**config.mk**
```make
export PLATFORM = sky130hd
export DESIGN_NAME = line_pixel_stepper_core
export DESIGN_NICKNAME = d
export VERILOG_FILES = /design/src/rtl/lps_pkg.sv /design/src/rtl/line_pixel_stepper_core.sv /design/src/rtl/lps_setup.sv /design/src/rtl/lps_step.sv
export SDC_FILE = /design/constraint.sdc
export NUM_CORES = 1
export LEC_CHECK = 0
export BUFFER_PORTS_ARGS = -buffer_cell sky130_fd_sc_hd__buf_2
export CELL_PAD_IN_SITES_DETAIL_PLACEMENT = 2
export CELL_PAD_IN_SITES_GLOBAL_PLACEMENT = 2
export CORE_UTILIZATION = 39
export DETAILED_ROUTE_END_ITERATION = 7
export PLACE_DENSITY_LB_ADDON = 0.1
export RECOVER_POWER = 25
export SYNTH_ARGS = -nofsm -noshare
export SYNTH_HDL_FRONTEND = slang
export SYNTH_SLANG_ARGS = --single-unit
export TNS_END_PERCENT = 100
```
**constraint.sdc**
```tcl
create_clock -name clock -period 15.27 [get_ports clock]
set_clock_uncertainty 0.2 [all_clocks]
set_input_delay 0.7635 -clock clock [delete_from_list [all_inputs] [get_ports clock]]
set_output_delay 0.7635 -clock clock [all_outputs]
set_load 0.01 [all_outputs]
```
**src/rtl/lps_pkg.sv**
```systemverilog
`timescale 1ns / 1ps
// ----------------------------------------------------------------------------
// Line pixel stepper package
// Shared widths, codes and item types of the Bresenham line stepper.
// ----------------------------------------------------------------------------
package lps_pkg;

   // Coordinate width of the end points and of the stepped pixel.
   localparam int COORD_BITS = 16;
   // A span (absolute delta) needs one more bit than a coordinate.
   localparam int SPAN_BITS  = COORD_BITS + 1;
   // The error term swings between about -2*major and +2*minor.
   localparam int ERR_BITS   = COORD_BITS + 4;
   // Screen size registers.
   localparam int DIM_BITS   = 13;
   localparam int CMP_BITS   = (COORD_BITS > DIM_BITS) ? COORD_BITS : DIM_BITS;
   localparam int COLOR_BITS = 32;

   // Configuration port.
   localparam int CSR_INDEX_BITS = 1;
   localparam int CSR_DATA_BITS  = DIM_BITS;
   localparam logic [DIM_BITS-1:0] WIDTH_RESET  = DIM_BITS'(1024);
   localparam logic [DIM_BITS-1:0] HEIGHT_RESET = DIM_BITS'(768);

   typedef enum logic [CSR_INDEX_BITS-1:0] {
      CSR_SCREEN_WIDTH  = 1'b0,
      CSR_SCREEN_HEIGHT = 1'b1
   } csr_index_type;

   // Kind of input item.
   typedef enum logic {
      REQ_LOAD = 1'b0,
      REQ_STEP = 1'b1
   } req_kind_type;

   typedef struct packed {
      logic                         req_type;
      logic signed [COORD_BITS-1:0] start_x;
      logic signed [COORD_BITS-1:0] start_y;
      logic signed [COORD_BITS-1:0] end_x;
      logic signed [COORD_BITS-1:0] end_y;
      logic [COLOR_BITS-1:0]        line_color;
   } lps_req_type;

   typedef struct packed {
      logic signed [COORD_BITS-1:0] pixel_x;
      logic signed [COORD_BITS-1:0] pixel_y;
      logic [COLOR_BITS-1:0]        pixel_color;
      logic                         on_screen;
      logic                         last_pixel;
   } lps_rsp_type;

   // Stepper state carried between the setup, step and register parts.
   typedef struct packed {
      logic                         active;
      logic signed [COORD_BITS-1:0] cur_x;
      logic signed [COORD_BITS-1:0] cur_y;
      logic signed [ERR_BITS-1:0]   err_term;
      logic [SPAN_BITS-1:0]         major_span;
      logic [SPAN_BITS-1:0]         minor_span;
      logic [SPAN_BITS-1:0]         steps_left;
      logic                         x_major;
      logic                         x_negative;
      logic                         y_negative;
      logic [COLOR_BITS-1:0]        held_color;
   } lps_state_type;

endpackage

```
**src/rtl/line_pixel_stepper_core.sv**
```systemverilog
`timescale 1ns / 1ps
// ----------------------------------------------------------------------------
// Line pixel stepper core
// Bresenham line stepper: a load item sets up a line, each step item emits
// the next pixel with its colour, on-screen flag and last flag.
// ----------------------------------------------------------------------------
// Output: the pixel of an accepted step item is held in the output register
// and presented on the rsp channel from there.
// Throughput: one item per cycle unless the rsp channel stalls; the step logic
// is combinational, between the state registers and the output register.
// Reset (synchronous, active high): the stepper goes idle, no item is held,
// screen width returns to 1024 and screen height to 768.
module line_pixel_stepper_core (
   input  logic                                clock,
   input  logic                                reset,
   // Input items.
   input  logic                                req_valid,
   output logic                                req_ready,
   input  lps_pkg::lps_req_type                req_data,
   // Result items.
   output logic                                rsp_valid,
   input  logic                                rsp_ready,
   output lps_pkg::lps_rsp_type                rsp_data,
   // Configuration writes.
   input  logic                                csr_write_en,
   input  logic [lps_pkg::CSR_INDEX_BITS-1:0]  csr_index,
   input  logic [lps_pkg::CSR_DATA_BITS-1:0]   csr_wdata
);
   import lps_pkg::*;

   lps_state_type         state_ff;
   lps_state_type         state_in;
   lps_state_type         init_state;
   lps_state_type         step_state;
   lps_rsp_type           step_pixel;
   lps_rsp_type           rsp_data_ff;
   logic                  rsp_valid_ff;
   logic                  rsp_valid_in;
   logic [DIM_BITS-1:0]   width_ff;
   logic [DIM_BITS-1:0]   height_ff;
   logic                  req_fire;
   logic                  is_load;
   logic                  emit;

   // Setup of a new line from a load item.
   lps_setup u_setup (
      .req        (req_data),
      .init_state (init_state)
   );

   // One pixel step from the current state.
   lps_step u_step (
      .cur_state     (state_ff),
      .screen_width  (width_ff),
      .screen_height (height_ff),
      .next_state    (step_state),
      .pixel         (step_pixel)
   );

   // An item is taken whenever the output register is free or being drained.
   assign req_ready = !rsp_valid_ff || rsp_ready;
   assign req_fire  = req_valid && req_ready;
   assign is_load   = req_data.req_type == REQ_LOAD;
   assign emit      = req_fire && !is_load && state_ff.active;

   // Next stepper state.
   always_comb begin
      state_in = state_ff;
      if (req_fire && is_load) begin
         state_in = init_state;
      end else if (emit) begin
         state_in = step_state;
      end
   end

   // Output valid: set by an emitted pixel, cleared when the item is taken.
   always_comb begin
      rsp_valid_in = rsp_valid_ff;
      if (emit) begin
         rsp_valid_in = 1'b1;
      end else if (rsp_ready) begin
         rsp_valid_in = 1'b0;
      end
   end

   // Control registers.
   always_ff @(posedge clock) begin
      if (reset) begin
         state_ff     <= '0;
         rsp_valid_ff <= 1'b0;
      end else begin
         state_ff     <= state_in;
         rsp_valid_ff <= rsp_valid_in;
      end
   end

   // Output payload register.
   always_ff @(posedge clock) begin
      if (emit) begin
         rsp_data_ff <= step_pixel;
      end
   end

   // Screen size registers.
   always_ff @(posedge clock) begin
      if (reset) begin
         width_ff  <= WIDTH_RESET;
         height_ff <= HEIGHT_RESET;
      end else if (csr_write_en) begin
         case (csr_index)
            CSR_SCREEN_WIDTH: begin
               width_ff <= csr_wdata;
            end
            CSR_SCREEN_HEIGHT: begin
               height_ff <= csr_wdata;
            end
            default: begin
               width_ff <= width_ff;
            end
         endcase
      end
   end

   assign rsp_valid = rsp_valid_ff;
   assign rsp_data  = rsp_data_ff;

   // A load item never leaves a result behind it.
   a_load_no_result: assert property (@(posedge clock) disable iff (reset)
      req_fire && is_load |=> !rsp_valid_ff)
      else $error("load item produced a result");

   // A step while idle produces nothing and keeps the stepper idle.
   a_idle_step: assert property (@(posedge clock) disable iff (reset)
      req_fire && !is_load && !state_ff.active |=> !rsp_valid_ff && !state_ff.active)
      else $error("step while idle changed the stepper");

   // The pixel flagged last ends the line.
   a_last_ends_line: assert property (@(posedge clock) disable iff (reset)
      emit && step_pixel.last_pixel |=> !state_ff.active)
      else $error("line still active after its last pixel");

   // An active line always has steps left.
   a_active_steps: assert property (@(posedge clock) disable iff (reset)
      state_ff.active |-> state_ff.steps_left != '0)
      else $error("active line with no steps left");

   // An emitted pixel is presented in the next cycle with its payload.
   a_emit_shown: assert property (@(posedge clock) disable iff (reset)
      emit |=> rsp_valid_ff && rsp_data_ff == $past(step_pixel))
      else $error("emitted pixel not presented");

endmodule

```
**src/rtl/lps_setup.sv**
```systemverilog
`timescale 1ns / 1ps
// ----------------------------------------------------------------------------
// Line pixel stepper setup
// Turns a load item into the initial stepper state: deltas, major axis,
// spans and the initial error term.
// ----------------------------------------------------------------------------
module lps_setup (
   input  lps_pkg::lps_req_type   req,
   output lps_pkg::lps_state_type init_state
);
   import lps_pkg::*;

   logic signed [SPAN_BITS-1:0] dx;
   logic signed [SPAN_BITS-1:0] dy;
   logic [SPAN_BITS-1:0]        ax;
   logic [SPAN_BITS-1:0]        ay;
   logic                        x_major;
   logic [SPAN_BITS-1:0]        major_span;
   logic [SPAN_BITS-1:0]        minor_span;

   // Signed deltas, one bit wider than a coordinate so they cannot wrap.
   assign dx = SPAN_BITS'(req.end_x) - SPAN_BITS'(req.start_x);
   assign dy = SPAN_BITS'(req.end_y) - SPAN_BITS'(req.start_y);

   // Absolute deltas and the choice of major axis.
   assign ax = dx[SPAN_BITS-1] ? unsigned'(-dx) : unsigned'(dx);
   assign ay = dy[SPAN_BITS-1] ? unsigned'(-dy) : unsigned'(dy);
   assign x_major    = ax > ay;
   assign major_span = x_major ? ax : ay;
   assign minor_span = x_major ? ay : ax;

   // Initial state; a zero-length line leaves the stepper idle.
   always_comb begin
      init_state            = '0;
      init_state.active     = major_span != '0;
      init_state.cur_x      = req.start_x;
      init_state.cur_y      = req.start_y;
      init_state.err_term   = signed'(ERR_BITS'({minor_span, 1'b0}))
                              - signed'(ERR_BITS'(major_span));
      init_state.major_span = major_span;
      init_state.minor_span = minor_span;
      init_state.steps_left = major_span;
      init_state.x_major    = x_major;
      init_state.x_negative = dx[SPAN_BITS-1];
      init_state.y_negative = dy[SPAN_BITS-1];
      init_state.held_color = req.line_color;
   end

endmodule

```
**src/rtl/lps_step.sv**
```systemverilog
`timescale 1ns / 1ps
// ----------------------------------------------------------------------------
// Line pixel stepper step logic
// Advances the current state by one pixel and forms the result item with
// its clipping and last flags.
// ----------------------------------------------------------------------------
module lps_step (
   input  lps_pkg::lps_state_type       cur_state,
   input  logic [lps_pkg::DIM_BITS-1:0] screen_width,
   input  logic [lps_pkg::DIM_BITS-1:0] screen_height,
   output lps_pkg::lps_state_type       next_state,
   output lps_pkg::lps_rsp_type         pixel
);
   import lps_pkg::*;

   logic                         minor_move;
   logic                         move_x;
   logic                         move_y;
   logic signed [COORD_BITS-1:0] step_x;
   logic signed [COORD_BITS-1:0] step_y;
   logic signed [COORD_BITS-1:0] next_x;
   logic signed [COORD_BITS-1:0] next_y;
   logic signed [ERR_BITS-1:0]   two_minor;
   logic signed [ERR_BITS-1:0]   two_major;
   logic                         last;
   logic                         x_visible;
   logic                         y_visible;

   // The major axis always moves; the minor axis moves when the error is not
   // negative.
   assign minor_move = !cur_state.err_term[ERR_BITS-1];
   assign move_x     = cur_state.x_major || minor_move;
   assign move_y     = !cur_state.x_major || minor_move;

   // Unit steps in the direction of the line.
   assign step_x = cur_state.x_negative ? '1 : COORD_BITS'(1);
   assign step_y = cur_state.y_negative ? '1 : COORD_BITS'(1);
   assign next_x = move_x ? cur_state.cur_x + step_x : cur_state.cur_x;
   assign next_y = move_y ? cur_state.cur_y + step_y : cur_state.cur_y;

   // Error term update.
   assign two_minor = signed'(ERR_BITS'({cur_state.minor_span, 1'b0}));
   assign two_major = signed'(ERR_BITS'({cur_state.major_span, 1'b0}));

   // The line ends when the last remaining step is taken.
   assign last = cur_state.steps_left <= SPAN_BITS'(1);

   // Clipping against the configured screen size.
   assign x_visible = !next_x[COORD_BITS-1]
                      && (CMP_BITS'(unsigned'(next_x)) < CMP_BITS'(screen_width));
   assign y_visible = !next_y[COORD_BITS-1]
                      && (CMP_BITS'(unsigned'(next_y)) < CMP_BITS'(screen_height));

   // Next state.
   always_comb begin
      next_state            = cur_state;
      next_state.cur_x      = next_x;
      next_state.cur_y      = next_y;
      next_state.err_term   = cur_state.err_term + two_minor
                              - (minor_move ? two_major : '0);
      next_state.steps_left = cur_state.steps_left - SPAN_BITS'(1);
      next_state.active     = !last;
   end

   // Result item.
   always_comb begin
      pixel.pixel_x     = next_x;
      pixel.pixel_y     = next_y;
      pixel.pixel_color = cur_state.held_color;
      pixel.on_screen   = x_visible && y_visible;
      pixel.last_pixel  = last;
   end

endmodule

```
# Yosys cells after proc, flatten, opt, wreduce, memory -nomap -nowiden
# Index checks and enable logic that the tools add are counted.
dict set report op_classes {
  div 0
  order_cmp 4
  shifts 0
  addsub 10
  mux 13
  reduce_logical 21
  bitwise_logic 2
  eq_ne 0
  n_mul 0
}
# operator n
set op_table {}
lappend op_table {{139-bit two-way mux} 2}
lappend op_table {{17-bit two-way mux} 4}
lappend op_table {{16-bit two-way mux} 4}
lappend op_table {{17-bit negation} 2}
lappend op_table {{16-bit by 16-bit subtractor with 17-bit output} 2}
lappend op_table {{16-bit adder} 2}
lappend op_table {{16-bit by 13-bit less-than comparator with 1-bit output} 2}
lappend op_table {{20-bit by 18-bit adder with 20-bit output} 1}
lappend op_table {{20-bit subtractor} 1}
lappend op_table {{18-bit by 17-bit subtractor with 19-bit output} 1}
lappend op_table {{18-bit two-way mux} 1}
lappend op_table {{17-bit greater-than comparator} 1}
lappend op_table {{17-bit by 1-bit <= comparator with 1-bit output (second input constant)} 1}
lappend op_table {{17-bit nonzero test} 1}
lappend op_table {{17-bit by 1-bit subtractor with 17-bit output (second input constant)} 1}
lappend op_table {{1-bit logical AND} 7}
lappend op_table {{1-bit logical NOT} 6}
lappend op_table {{2-bit AND reduction} 2}
lappend op_table {{2-bit nonzero test} 2}
lappend op_table {{1-bit logical OR} 3}
lappend op_table {{1-bit two-way mux} 2}
lappend op_table {{1-bit inverter} 2}
dict set report totals {
  mem_count 0
  latch_bits 0
  ram_bits 0
  romBits 0
  inputBits 116
  ff_bits 232
}

# Depth between registers and ports, before layout
dict set report depth {
  ltp_word 7
  ltp_mapped 35
  ltp_nobuf 32
}

# Modules after synthesis
# Synthesis repeated with hierarchy kept, for this count alone.
dict set report unflattened {
  cells_unflattened 2285
  area_unflattened_um2 19632.6
}
# mod cells_per_inst n_inst area_per_inst_um2
set by_module_without_submodules {}
lappend by_module_without_submodules {line_pixel_stepper_core 828 1 9654.3}
lappend by_module_without_submodules {lps_step 746 1 5166.2}
lappend by_module_without_submodules {lps_setup 711 1 4812.1}

# Worst setup path before layout
# OpenSTA, ideal clock, no wires.
dict set report synth_timing {
  path_type {in2reg}
  start {input req_data[32] (netlist name)}
  end {register state_ff[104] (netlist name)}
  path_buffers 4
  required_time_ns 14.979
  path_slack_ns 7.519
  arrival_time_ns 7.460
  cell_stages 35
  setup_time_ns 0.091
  cell_sequence {inv_1 > ha_1 > fa_1 > nand2b_1 > a21oi_2 > o31ai_1 > o311ai_1 > o2111ai_1 > nor4b_2 > nand3_1 > nor4_1 > inv_1 > ha_1 > nand4_1 > nor2_1 > nand4_1 > and4_1 > or2_2 > clkbuf_1 > buf_2 > clkbuf_1 > clkbuf_1 > a21oi_1 > ha_1 > a21o_1 > a21o_1 > a211oi_1 > o31ai_1 > a21oi_1 > o21ai_0 > a21oi_1 > nor2b_1 > o21ai_0 > nand3_1 > a311oi_1}
}
dict set report synth_between {
  elab_chain_cells 7
  word_cells_on_any_way 8
  cone_classes {add/sub (3); order compare (1); mux (4)}
}
# item line
set synth_lines {}
lappend synth_lines {{start, declared} line_pixel_stepper_core.sv:19} ;# input lps_pkg::lps_req_type req_data,
lappend synth_lines {{16-bit by 16-bit subtractor with 17-bit output *} lps_setup.sv:23} ;# assign dy = SPAN_BITS'(req.end_y) - SPAN_BITS'(req.start_y);
lappend synth_lines {{17-bit negation} lps_setup.sv:27} ;# assign ay = dy[SPAN_BITS-1] ? unsigned'(-dy) : unsigned'(dy);
lappend synth_lines {{17-bit two-way mux *} lps_setup.sv:27}
lappend synth_lines {{17-bit greater-than comparator} lps_setup.sv:28} ;# assign x_major = ax > ay;
lappend synth_lines {{17-bit two-way mux, on equally long branches} {lps_setup.sv:30, lps_setup.sv:29}}
lappend synth_lines {{18-bit by 17-bit subtractor with 19-bit output *} lps_setup.sv:39} ;# - signed'(ERR_BITS'(major_span));
lappend synth_lines {{139-bit two-way mux *} line_pixel_stepper_core.sv:69} ;# if (req_fire && is_load) begin
lappend synth_lines {{end signal, assigned} line_pixel_stepper_core.sv:92} ;# state_ff <= state_in;
lappend synth_lines {{end, declared} line_pixel_stepper_core.sv:31} ;# lps_state_type state_ff;
# Every way passes the cells marked *; elsewhere a longest branch is shown, timed or not.
# A chain may end at the register's enable or synchronous reset.

# Worst setup path after layout
# Ends and elaborated chain as after synthesis.

==> metrics.yaml <==
run_status: "finished, violations left"
violations: "DRC"
synth_top_family_by_area: "compound AO/OA/AOI/OAI gates"
portBuffers: 183
via_count: 15080
dieWidth_um: 205.2
drtIter0Drc: 738
coreArea_um2: 40740
top_level_ports: 184
clkTransAtPathRegs_ps: 60
wl_per_cell_um: 22.84
grt_remaining_overflow: 0
top_usage_layer: "met2"
yosysSeqAreaShare_pct: 32.83
path_common_cell: "a21oi_1"
drv_cap: 0
clk_path_buf_depth: 3
dp_hpwl_um: 45320
hold_ws_ps: 212.3
drtAntennaViolNets: 0
hold-path-cell-count: 3
tightest_slew_ps: 1319
syn_nets: 2223
synth_top_area_share_pct: 20.52
layout_common_cells: "263 x nand2_1, 230 x a21oi_1, 196 x inv_1"
clockRootBuffer: "clkbuf_16"
postCtsHoldBufs: 0
synth_mux_area_share_pct: 2.192
p_per_area_nw_per_um2: 176.4
grt_usage_pct: 28.40
crit_required_ps: 15560
final_common_cell: "nand2_1"
via_per_inst: 5.708
post_cts_buffers: 0
use_met2_pct: 49.75
crit_path_end_kind: "flop"
period_share_pct: 55.96
arrival_ps: 8840
h-tree-depth: 1
maxSlewViolCount: 0
place_worst_setup_slack_ps: 6187
clk_latency_ps: 590
syn_area_um2: 16100
netlist_instances: 1946
place_congestion: 0.8768
async_flop_share_pct: 0
synth_xor_area_share_pct: 5.860
ff2ff_setup_slack_ps: 10090
drtPass1Iterations: 8
synth-main-ff-cell: "dfxtp_1"
path_max_fanout: 12
final_cells: 2642
worst_setup_path_start_kind: "primary input"
dp.cells: 2590
grt_max_degree: 80
die_h_um: 205.2
syn2layout_area_growth_pct: 14.43
first_global_vias: 16230
start_util_pct: 39.51
synth_compound_area_share_pct: 22.02
reg2reg_from: "state_ff[33]$_SDFFE_PP0P_"
finalCriticalPeriod_ps: 8545
ir_worst_vdd_v: 0.00009362
yosysTopAreaCell: "dfxtp_1"
synth_edf_count: 66
fin_tns_setup_ps: 0
max-slew-margin-rel_pct: 12.04
dieArea_um2: 42090
drcViolationCount: 8
r2r_end: "rsp_data[1]$_DFFE_PP_"
hold_violations: 0
grtUsageMet1_pct: 37.92
cts_buffers: 28
syn_area_per_cell_um2: 8.272
ys_warn_count: 0
path_class: "primary input to flop"
nets: 2365
crit_path_max_incr_delay_ps: 870
ys_types: 84
power.leakage_uw: 0.007783
setup_ws_ps: 6725
cts_resized: 0
hold_end: "state_ff[30]$_SDFFE_PP0P_"
num_rows: 74
layout-drive-gt1-share_pct: 11.18
ys_ff_latch: 231
synth-simple-area-share_pct: 16.84
cts_sinks: 231
critical-path-slowest-cell: "nor2_1"
fillers: 4631
hold_start: "req_data[30]"
wl_um: 60350
finalSetupViolCount: 0
grt_pass1_wl_um: 92950
antenna_cells: 0
ys_top_cells_by_area: "dfxtp_1 21%, edfxtp_1 12%, ha_1 11%"
synth_fa_ha_area_share_pct: 13.59
met3_usage_pct: 2.673
antenna_found_initial: 1
r2r_cells: 19
cts_tree: "yes"
max_freq_mhz: 117.0
rsz0062_at_grt: "false"
hold_path_class: "primary input to flop"
[synth_stat cells (all sizes together), types with 13 or more instances]
master / instances
dfxtp: 165
nand2b: 24
inv: 197
ha: 138
edfxtp: 66
mux2i: 24
o31ai: 20
or2: 13
o21a: 29
nand2: 263
a211oi: 37
nor2b: 29
clkbuf: 73
nand3: 16
a21o: 27
xor2: 53
xnor2: 53
a21oi: 232
a222oi: 21
nor3: 31
a31oi: 13
fa: 23
nor2: 135
o21ai: 58
[layout make-up]
type	count	area, µm²	area share, %
clock buffer	31	711.9	3.865
sequential	231	5285	28.69
inverter	197	742.0	4.028
clock inverter	21	310.3	1.685
timing repair buffer	197	949.7	5.156
multi-input combinational	1433	9756	52.96
tap	532	665.6	3.614
[how the worst max path moves through the flow]
stage | endpoint | depth (start not counted) | start | slack [ps]
6_report | state_ff[104]$_SDFFE_PP0P_ | 32 | req_data[32] | 6730
5_1_grt | state_ff[104]$_SDFFE_PP0P_ | 32 | req_data[32] | 5960
4_1_cts | state_ff[104]$_SDFFE_PP0P_ | 32 | req_data[32] | 6770
3_5_place_dp | state_ff[104]$_SDFFE_PP0P_ | 32 | req_data[32] | 6190
3_3_place_gp | state_ff[104]$_SDFFE_PP0P_ | 32 | req_data[32] | 6590
2_1_floorplan | state_ff[104]$_SDFFE_PP0P_ | 35 | req_data[32] | 7520
[power breakdown]
part / total (µW) / switching (µW) / internal, µW
combinational: 1760 / 1080 / 679
clock: 751 / 296 / 456
sequential: 737 / 41.0 / 696
[logic make-up after synthesis]
family,Yosys count
AOI/OAI and AO/OA,543
xor gates and xnor gates,106
adders and majority gates,161
buffers and inverters,282
DFF,231
muxes,34
and+or+nand+nor,589
[critical path: cells and delay by family]
| family | cells | cell delay, ps |
|---|---|---|
| AO/OA/AOI/OAI | 14 | 3380 |
| adder cells (fa/ha/maj) | 4 | 1500 |
| buffers and inverters | 3 | 200 |
| AND/OR/NAND/NOR | 11 | 2990 |
[layer usage]
| layer | wire length [µm] | share of wire [%] |
|---|---|---|
| met1 | 27880 | 46 |
| met2 | 29310 | 49 |
| met3 | 2167 | 3.6 |
| met4 | 990 | 1.6 |
| met5 | 0 | 0 |
[through the flow]
| stage | cell area [µm²] | utilization [%] | total power [µW] |
|---|---|---|---|
| after floorplan | 16100 | - | 1996 |
| after global placement | 17470 | 42.89 | 2424 |
| after detailed placement | 17470 | 42.89 | 2497 |
| after CTS | 18490 | 45.40 | 3275 |
| after global routing | 18420 | 45.21 | 3478 |
| final | 18420 | 45.21 | 3250 |
[sequential cells by signal (all words and copies together), names as in the netlist]
signal / cells
rsp_data: 66
rsp_valid: 1
height_ff: 13
width_ff: 13
state_ff: 138
Power figures use the tool's default switching activity.
